--- config.mk ---
export PLATFORM = sky130hd
export DESIGN_NAME = radix_number_formatter_core
export DESIGN_NICKNAME = d
export VERILOG_FILES = /design/src/hdl/rnf_pkg.sv /design/src/hdl/radix_number_formatter_core.sv
export SDC_FILE = /design/constraint.sdc
export NUM_CORES = 1
export LEC_CHECK = 0
export ABC_AREA = 1
export BUFFER_PORTS_ARGS = -buffer_cell sky130_fd_sc_hd__buf_2
export CAP_MARGIN = 30
export CELL_PAD_IN_SITES_DETAIL_PLACEMENT = 1
export CELL_PAD_IN_SITES_GLOBAL_PLACEMENT = 1
export CORE_UTILIZATION = 40
export DETAILED_ROUTE_END_ITERATION = 6
export PLACE_DENSITY_LB_ADDON = 0.05
export SYNTH_ARGS = -nofsm -noshare
export SYNTH_HDL_FRONTEND = slang
export SYNTH_SLANG_ARGS = --single-unit
--- constraint.sdc ---
create_clock -name clk -period 8.7 [get_ports clk]
set_input_delay 1.305 -clock clk [delete_from_list [all_inputs] [get_ports clk]]
set_output_delay 1.305 -clock clk [all_outputs]
set_load 0.1 [all_outputs]
--- src/hdl/rnf_pkg.sv ---
// Shared constants and the digit-to-ASCII table for the radix number formatter.
`timescale 1ns / 1ps
`default_nettype none

package rnf_pkg;

    localparam int WIDTH_LIMIT_DEFAULT = 31;

    localparam int DIG_DEPTH = 11;
    localparam int ND_W      = $clog2(DIG_DEPTH + 1);

    localparam logic [1:0] RADIX_OCT   = 2'd0;
    localparam logic [1:0] RADIX_DEC   = 2'd1;
    localparam logic [1:0] RADIX_HEX   = 2'd2;
    localparam logic [1:0] RADIX_RESET = RADIX_HEX;

    localparam logic [7:0] ASCII_SPACE = 8'h20;
    localparam logic [7:0] ASCII_MINUS = 8'h2d;
    localparam logic [7:0] ASCII_ZERO  = 8'h30;
    localparam logic [7:0] ASCII_QUERY = 8'h3f;

    localparam logic [31:0] MOST_NEG   = 32'h8000_0000;
    localparam logic [31:0] RECIP_10   = 32'hcccc_cccd;
    localparam int          RECIP_SHIFT = 35;

    function automatic logic [7:0] digit_char(input logic [3:0] d);
        logic [7:0] c;
        unique case (d)
            4'h0: c = 8'h30;
            4'h1: c = 8'h31;
            4'h2: c = 8'h32;
            4'h3: c = 8'h33;
            4'h4: c = 8'h34;
            4'h5: c = 8'h35;
            4'h6: c = 8'h36;
            4'h7: c = 8'h37;
            4'h8: c = 8'h38;
            4'h9: c = 8'h39;
            4'ha: c = 8'h61;
            4'hb: c = 8'h62;
            4'hc: c = 8'h63;
            4'hd: c = 8'h64;
            4'he: c = 8'h65;
            default: c = 8'h66;
        endcase
        return c;
    endfunction

endpackage

`default_nettype wire

--- src/hdl/radix_number_formatter_core.sv ---
// Radix number formatter: converts one 32-bit value to a run of ASCII characters.
// Conversion yields up to 11 digits (octal), 8 (hex) or 10 (decimal, one multiply
// by the reciprocal of ten and one remainder step per digit), then one layout step.
// Then one character per cycle, up to 32; the last character beat sits in the first
// idle cycle, so the next value can be accepted while that beat is out.
// Receiver cannot stall. Asynchronous active-low reset idles and selects hexadecimal.
`timescale 1ns / 1ps
`default_nettype none

module radix_number_formatter_core
    import rnf_pkg::*;
#(
    parameter int WIDTH_LIMIT = WIDTH_LIMIT_DEFAULT
)
(
    input  wire logic        clk,
    input  wire logic        rst_n,
    input  wire logic        start,
    output logic             busy,
    input  wire logic [31:0] value,
    input  wire logic [4:0]  field_width,
    input  wire logic        cfg_write,
    input  wire logic [1:0]  cfg_data,
    output logic             char_strobe,
    output logic [7:0]       char_code,
    output logic             last
);

    typedef enum logic [2:0] {
        S_IDLE,
        S_SHIFT,
        S_MUL,
        S_DIV,
        S_LAYOUT,
        S_SPACE,
        S_PREFIX,
        S_DIGIT
    } state_t;

    localparam logic [5:0] WL6 = 6'(WIDTH_LIMIT);

    state_t            state_reg, state_next;
    logic [1:0]        radix_reg, radix_next;
    logic [ND_W-1:0]   nd_reg, nd_next;
    logic              neg_reg, neg_next;
    logic              spec_reg, spec_next;
    logic [5:0]        spc_reg, spc_next;
    logic              has_pre_reg, has_pre_next;
    logic              strobe_reg, strobe_next;
    logic [7:0]        code_reg, code_next;
    logic              last_reg, last_next;

    logic [1:0]        mode_reg, mode_next;
    logic [4:0]        w_reg, w_next;
    logic [31:0]       m_reg, m_next;
    logic [63:0]       prod_reg, prod_next;
    logic [7:0]        pre_reg, pre_next;
    logic [3:0]        dig_reg [DIG_DEPTH];
    logic [3:0]        dig_next [DIG_DEPTH];

    logic [31:0]       shifted;
    logic [3:0]        new_dig;
    logic [28:0]       quot;
    logic [3:0]        q10_lo;
    logic [5:0]        base, sub;
    logic [5:0]        spc_calc;
    logic              pre_calc;
    logic [7:0]        pre_char_calc;
    logic              is_oct, is_dec;

    assign busy        = (state_reg != S_IDLE);
    assign char_strobe = strobe_reg;
    assign char_code   = code_reg;
    assign last        = last_reg;

    assign is_oct  = (mode_reg == RADIX_OCT);
    assign is_dec  = (mode_reg == RADIX_DEC);
    assign shifted = is_oct ? (m_reg >> 3) : (m_reg >> 4);
    assign new_dig = is_oct ? {1'b0, m_reg[2:0]} : m_reg[3:0];
    assign quot    = prod_reg[63:RECIP_SHIFT];
    assign q10_lo  = {quot[0], 3'b000} + {quot[2:0], 1'b0};

    always_comb
    begin
        priority if (is_oct)
        begin
            base          = {1'b0, w_reg};
            sub           = 6'(nd_reg);
            pre_calc      = 1'b1;
            pre_char_calc = ASCII_ZERO;
        end
        else if (is_dec && spec_reg)
        begin
            base          = {1'b0, w_reg};
            sub           = 6'd1;
            pre_calc      = 1'b1;
            pre_char_calc = ASCII_QUERY;
        end
        else if (is_dec)
        begin
            base          = {1'b0, w_reg} + 6'd1;
            sub           = 6'(nd_reg) + {5'd0, neg_reg};
            pre_calc      = neg_reg;
            pre_char_calc = ASCII_MINUS;
        end
        else
        begin
            base          = {1'b0, w_reg} + 6'd1;
            sub           = 6'(nd_reg);
            pre_calc      = 1'b0;
            pre_char_calc = ASCII_MINUS;
        end
        spc_calc = (base > sub) ? (base - sub) : 6'd0;
    end

    always_comb
    begin
        state_next   = state_reg;
        radix_next   = cfg_write ? cfg_data : radix_reg;
        nd_next      = nd_reg;
        neg_next     = neg_reg;
        spec_next    = spec_reg;
        spc_next     = spc_reg;
        has_pre_next = has_pre_reg;
        strobe_next  = 1'b0;
        code_next    = code_reg;
        last_next    = 1'b0;
        mode_next    = mode_reg;
        w_next       = w_reg;
        m_next       = m_reg;
        prod_next    = prod_reg;
        pre_next     = pre_reg;
        dig_next     = dig_reg;

        unique case (state_reg)
            S_IDLE:
            begin
                if (start)
                begin
                    mode_next = radix_reg;
                    w_next    = ({1'b0, field_width} > WL6) ? WL6[4:0] : field_width;
                    nd_next   = '0;
                    neg_next  = 1'b0;
                    spec_next = 1'b0;
                    m_next    = value;
                    if (radix_reg == RADIX_DEC)
                    begin
                        if (value == MOST_NEG)
                        begin
                            spec_next  = 1'b1;
                            state_next = S_LAYOUT;
                        end
                        else
                        begin
                            neg_next   = value[31];
                            m_next     = value[31] ? (32'd0 - value) : value;
                            state_next = S_MUL;
                        end
                    end
                    else
                    begin
                        state_next = S_SHIFT;
                    end
                end
            end
            S_SHIFT:
            begin
                if (is_oct && (m_reg == 32'd0))
                begin
                    state_next = S_LAYOUT;
                end
                else
                begin
                    for (int i = DIG_DEPTH - 1; i > 0; i--)
                        dig_next[i] = dig_reg[i-1];
                    dig_next[0] = new_dig;
                    nd_next     = nd_reg + ND_W'(1);
                    m_next      = shifted;
                    if (shifted == 32'd0)
                        state_next = S_LAYOUT;
                end
            end
            S_MUL:
            begin
                prod_next  = m_reg * RECIP_10;
                state_next = S_DIV;
            end
            S_DIV:
            begin
                for (int i = DIG_DEPTH - 1; i > 0; i--)
                    dig_next[i] = dig_reg[i-1];
                dig_next[0] = m_reg[3:0] - q10_lo;
                nd_next     = nd_reg + ND_W'(1);
                m_next      = {3'b000, quot};
                state_next  = (quot == 29'd0) ? S_LAYOUT : S_MUL;
            end
            S_LAYOUT:
            begin
                spc_next     = spc_calc;
                has_pre_next = pre_calc;
                pre_next     = pre_char_calc;
                priority if (spc_calc != 6'd0)
                    state_next = S_SPACE;
                else if (pre_calc)
                    state_next = S_PREFIX;
                else
                    state_next = S_DIGIT;
            end
            S_SPACE:
            begin
                strobe_next = 1'b1;
                code_next   = ASCII_SPACE;
                spc_next    = spc_reg - 6'd1;
                if (spc_reg == 6'd1)
                    state_next = has_pre_reg ? S_PREFIX : S_DIGIT;
            end
            S_PREFIX:
            begin
                strobe_next = 1'b1;
                code_next   = pre_reg;
                last_next   = (nd_reg == '0);
                state_next  = (nd_reg == '0) ? S_IDLE : S_DIGIT;
            end
            S_DIGIT:
            begin
                strobe_next = 1'b1;
                code_next   = digit_char(dig_reg[0]);
                for (int i = 0; i < DIG_DEPTH - 1; i++)
                    dig_next[i] = dig_reg[i+1];
                nd_next     = nd_reg - ND_W'(1);
                last_next   = (nd_reg == ND_W'(1));
                if (nd_reg == ND_W'(1))
                    state_next = S_IDLE;
            end
            default:
            begin
                state_next = S_IDLE;
            end
        endcase
    end

    always_ff @(posedge clk or negedge rst_n)
    begin
        if (!rst_n)
        begin
            state_reg   <= S_IDLE;
            radix_reg   <= RADIX_RESET;
            nd_reg      <= '0;
            neg_reg     <= 1'b0;
            spec_reg    <= 1'b0;
            spc_reg     <= '0;
            has_pre_reg <= 1'b0;
            strobe_reg  <= 1'b0;
            code_reg    <= '0;
            last_reg    <= 1'b0;
        end
        else
        begin
            state_reg   <= state_next;
            radix_reg   <= radix_next;
            nd_reg      <= nd_next;
            neg_reg     <= neg_next;
            spec_reg    <= spec_next;
            spc_reg     <= spc_next;
            has_pre_reg <= has_pre_next;
            strobe_reg  <= strobe_next;
            code_reg    <= code_next;
            last_reg    <= last_next;
        end
    end

    always_ff @(posedge clk)
    begin
        mode_reg <= mode_next;
        w_reg    <= w_next;
        m_reg    <= m_next;
        prod_reg <= prod_next;
        pre_reg  <= pre_next;
        dig_reg  <= dig_next;
    end

endmodule

`default_nettype wire

* Word level (Yosys, flattened, before mapping)
Memory sizes are Yosys's and may differ from the RTL's. A register that Yosys moved wholly into a read port is not among the register bits. Index checks and enable logic that the tools add are counted.
Cells by class: order comparisons 1, reductions and logical operators 23, mux-type cells 46, add/subtract/negate cells 9, multiply operators 1, eq/ne operators 17
Operators with widths (count):
- $mux W32 | 5
- $pmux W40 S3 | 1
- $pmux W32 S3 | 1
- $logic_not A32 Y1 | 2
- $mul A32 B32 Y64 const B | 1
- $mux W44 | 1
- $eq A32 B32 Y1 const B | 1
- $sub A1 B32 Y32 const A | 1
- $logic_not A29 Y1 | 1
- $mux W29 | 1
- $mux W3 | 9
- $mux W6 | 4
- $pmux W3 S8 | 1
- $pmux W8 S3 | 1
- $mux W4 | 4
- $pmux W4 S4 | 1
- $mux W5 | 3
- $eq A3 B3 Y1 const B | 4
- $pmux W6 S2 | 1
- $reduce_bool A3 Y1 | 4
- $mux W1 | 10
- $ne A2 B2 Y1 const B | 4
- $pmux W4 S2 | 1
- $add A5 B1 Y6 const B | 1
- 27 further kinds | 34
Storage, ports and cells: bits in registers 183, memory bits (read-only) 96, output and inout port bits 11, memories 1, bits of input ports 43, logic and storage cells 124
Memories:
- (name not given) | words 16, bits a word 6, read ports 1, clocked after Yosys merged registers in 1, wr ports 0, line rnf_pkg.sv:28 | unique case (d)

* Logic depth before layout (Yosys ltp)
depth in word-level cells 9, mapped depth 30, mapped depth without buffers 29

* Least setup slack after synthesis
No wires, ideal clock.
kind flip-flop to flip-flop, start register m_reg[20], end register prod_reg[60], data pin, required time 8448 ps, path slack 2645 ps, cell stages (with the launch flop) 25, path buffers 0, data arrival time 5802 ps, setup time 252 ps, period minus slack after synthesis 6055 ps, cell sequence edfxtp_1 inv_1 ha_1 inv_1 fa_1 inv_1 fa_1 inv_1 fa_1 inv_1 fa_1 fa_1 fa_1 inv_1 fa_1 inv_1 ha_1 a21oi_1 o21ai_0 a21oi_1 o21ai_0 a21oi_1 nand2_1 nand2_1 nand2_1
Between the ends: word-level cells in the longest chain between the ends 1
RTL lines:
- start: declaration | line radix_number_formatter_core.sv:55 | logic [31:0] m_reg, m_next;
- start signal: assignment | line radix_number_formatter_core.sv:276 | m_reg <= m_next;
- $mul A32 B32 Y64 | line radix_number_formatter_core.sv:185 | prod_next = m_reg * RECIP_10;
- end signal: assignment | line radix_number_formatter_core.sv:277 | prod_reg <= prod_next;
- end: declaration | line radix_number_formatter_core.sv:56 | logic [63:0] prod_reg, prod_next;
No other way between the ends. A chain may end at the register's enable or synchronous reset.

* Final worst setup path
start register m_reg[3], end register prod_reg[40], data pin
The elaborated chain is that of the path after synthesis.

==> results.yml <==
routing:
  wl_per_cell_um: 25.8
  wl_mm: 106
  dr.pass1.iters: 7
  vias_per_cell: 5.34
  drc_errors: 4
  vias: 21900
  drt_iter0_markers: 1597
  antenna_left: 0
cts:
  clkLatencyLatePin_ns: 0.48
  max-clock-path-buffers: 2
  cts_resized: 0
  clk_pin_slew_ns: 0.09
  root_buffer: "clkbuf_16"
  cts_made_buffers: 17
  h-tree-depth: 4
  cts_hold_buf: 0
  cts_tree: "yes"
  post_cts_buffers: 0
  cts_sinks: 148
grt:
  grtUsageMet2: 0.510
  grt_pass1_vias: 23300
  grt_max_degree: 63
  grt_pass1_wl_mm: 155
  grt_overflow: 0
  grt.busiest_layer: "met2"
  antenna_found_initial: 0
  grtUsageMet1: 0.445
  grtUsageMet3: 0.0333
  gr-usage-all-layers: 0.319
worst_setup_path:
  path_class: "reg2reg"
  start_kind: "flip-flop"
  cp.required_ns: 8.91
  critPathBufInv: 3
  critical_path.top_delay_family: "adder cells"
  worstPathArrival_ns: 8.21
  path_max_fanout: 10
  worst_path_most_repeated_cell: "fa_1"
  crit_chain: "inv_1, ha_1, xor2_1, nand2_1, nand2_1, fa_1, fa_1, fa_1, fa_1, fa_1, inv_1, fa_1, inv_1, ha_1, a21oi_1, o21ai_0, a21oi_1, o21ai_0, nand3b_1, xor2_1"
  max_stage_delay_ns: 0.90
  slowest_stage: "edfxtp_1"
  endpoint_kind: "flip-flop"
synth:
  synth_area_leaders: "fa_1, ha_1, edfxtp_1"
  synth-edff-count: 115
  yosysMostFrequentCell: "inv_1"
  synth.top_cell.area_share: 0.289
  yosysUniqueCellTypes: 54
  ys_ff_latch: 148
  synth_top_area_cell: "fa_1"
  ys.flop_type: "edfxtp_1"
  seq_area_frac_synth: 0.159
  synth_nets: 3990
  yosysWarnings: 0
  synthTopCellsByCount: "inv_1, nand2_1, fa_1, ha_1, nor2_1"
  synthesis.area_mm2: 0.0268
  avgSynthCellArea_um2: 8.42
  synthCells: 3180
  async_reset_ff_frac: 0.182
sta:
  fin_crit_sh: 0.919
  setup_viol: 0
  relSlewSlack: 0.389
  worstMarginPinSlew_ns: 0.907
  hold_violations: 0
  rsz0062_at_grt: "no"
  timing.final.crit_period_ns: 8.00
  fin_skew_ns: 0.0153
  setup_tns_ns: 0
  fmaxAchievable_ghz: 0.125
  report.final.slew_viol_count: 0
  holdWs_ns: 0.453
cells_and_area:
  regArea_mm2: 0.00425
  fillCellCount: 7891
  largest_reg_flops: 44
  finalNonFillerCells: 4108
  nets: 4040
  area_growth_pct: 7.12
  multi_input_area_mm2: 0.0194
  layout-drive-gt1-share: 0.0429
floorplanning:
  io_pins: 54
  core_area_mm2: 0.0660
  initial_utilization: 0.406
  std_cell_rows: 94
  fp.dieH_um: 261
  dieWidth_um: 261
  dieArea_mm2: 0.0680
status:
  outcome: "finished, violations left"
  violations: "design-rule violations"
place:
  post-place-cells: 4075
  dpl.hpwl_mm: 95.3
  numPortBuffers: 52
  gp_routability_congestion: 0.971
worst_hold_path:
  min_path_type: "reg2reg"
job:
  max-cap-violations: 0
==> metrics by stage <==
stage	utilization	area (um^2)	setup slack [ns]
floorplan	-	26800	2.65
global placement	0.425	28100	0.757
detailed placement	0.426	28100	0.835
CTS	0.435	28700	0.776
global route	0.435	28700	0.519
finish	0.435	28700	0.704
==> final timing paths <==
check | start | to | slack [ns] | cells past startpoint
worst min-delay path | flip-flop | char_code[2] | 0.45 | 2
min in group asynchronous | rst_n | char_code[1] | 0.85 | 1
worst max-delay path | m_reg[3] | prod_reg[40] | 0.70 | 20
max in group asynchronous | rst_n | neg_reg | 7.40 | 1
worst max register to register | m_reg[3] | prod_reg[40] | 0.70 | 20
worst min register to register | flip-flop | char_code[2] | 0.45 | 2
==> logic make-up (layout without fill, tap and decap cells) <==
| logic type | Yosys count | after routing | share of synthesized area |
|---|---|---|---|
| AND/OR/NAND/NOR | 1000 | 1000 | 0.155 |
| adder cells (fa/ha/maj) | 767 | 767 | 0.467 |
| buffers and inverters | 823 | 886 | 0.117 |
| AO/OA/AOI/OAI | 371 | 371 | 0.0791 |
| other | 1 | 2 | 0.000140 |
| XOR/XNOR | 69 | 69 | 0.0226 |
| multiplexers | 1 | 1 | 0.000420 |
| flip-flops | 148 | 148 | 0.159 |
==> routing by layer <==
layer / part of all wire / up-vias
met5: 0 / -
met4: 0.039 / 0
met3: 0.042 / 101
met2: 0.46 / 524
met1: 0.46 / 11300
li1: - / 10100
==> worst reg2reg max path, cell delays in order, from the launching register on <==
cell and delay (ns):
edfxtp_1 0.90, inv_1 0.15, ha_1 0.60, xor2_1 0.66, nand2_1 0.12, nand2_1 0.13, fa_1 0.48, fa_1 0.60
fa_1 0.47, fa_1 0.41, fa_1 0.53, inv_1 0.06, fa_1 0.47, inv_1 0.04, ha_1 0.33, a21oi_1 0.22
o21ai_0 0.19, a21oi_1 0.31, o21ai_0 0.39, nand3b_1 0.43, xor2_1 0.24
==> cells in the final DEF (no fill, tap or decap), drive strengths merged, types with 20 or more instances in the layout <==
master	n
nor3	26
nand4	24
fa	387
inv	795
o21ai	165
a21oi	103
nand2	525
edfxtp	115
o21bai	23
nand3	141
buf	67
a22oi	21
xnor2	20
nor2	259
dfrtp	26
xor2	49
ha	380
==> layout make-up <==
| cell class | instances | share of cell area |
|---|---|---|
| clock buffer | 17 | 0.0148 |
| inverter | 787 | 0.103 |
| tap | 864 | 0.0377 |
| antenna | 1 | 0.0000872 |
| timing repair buffer | 67 | 0.0134 |
| multi-input combinational | 2209 | 0.677 |
| clock inverter | 15 | 0.00623 |
| sequential | 148 | 0.148 |
Power is left out: the tool's default activity adds up to more than one toggle a clock period on the data nets, which glitch-free logic cannot reach.
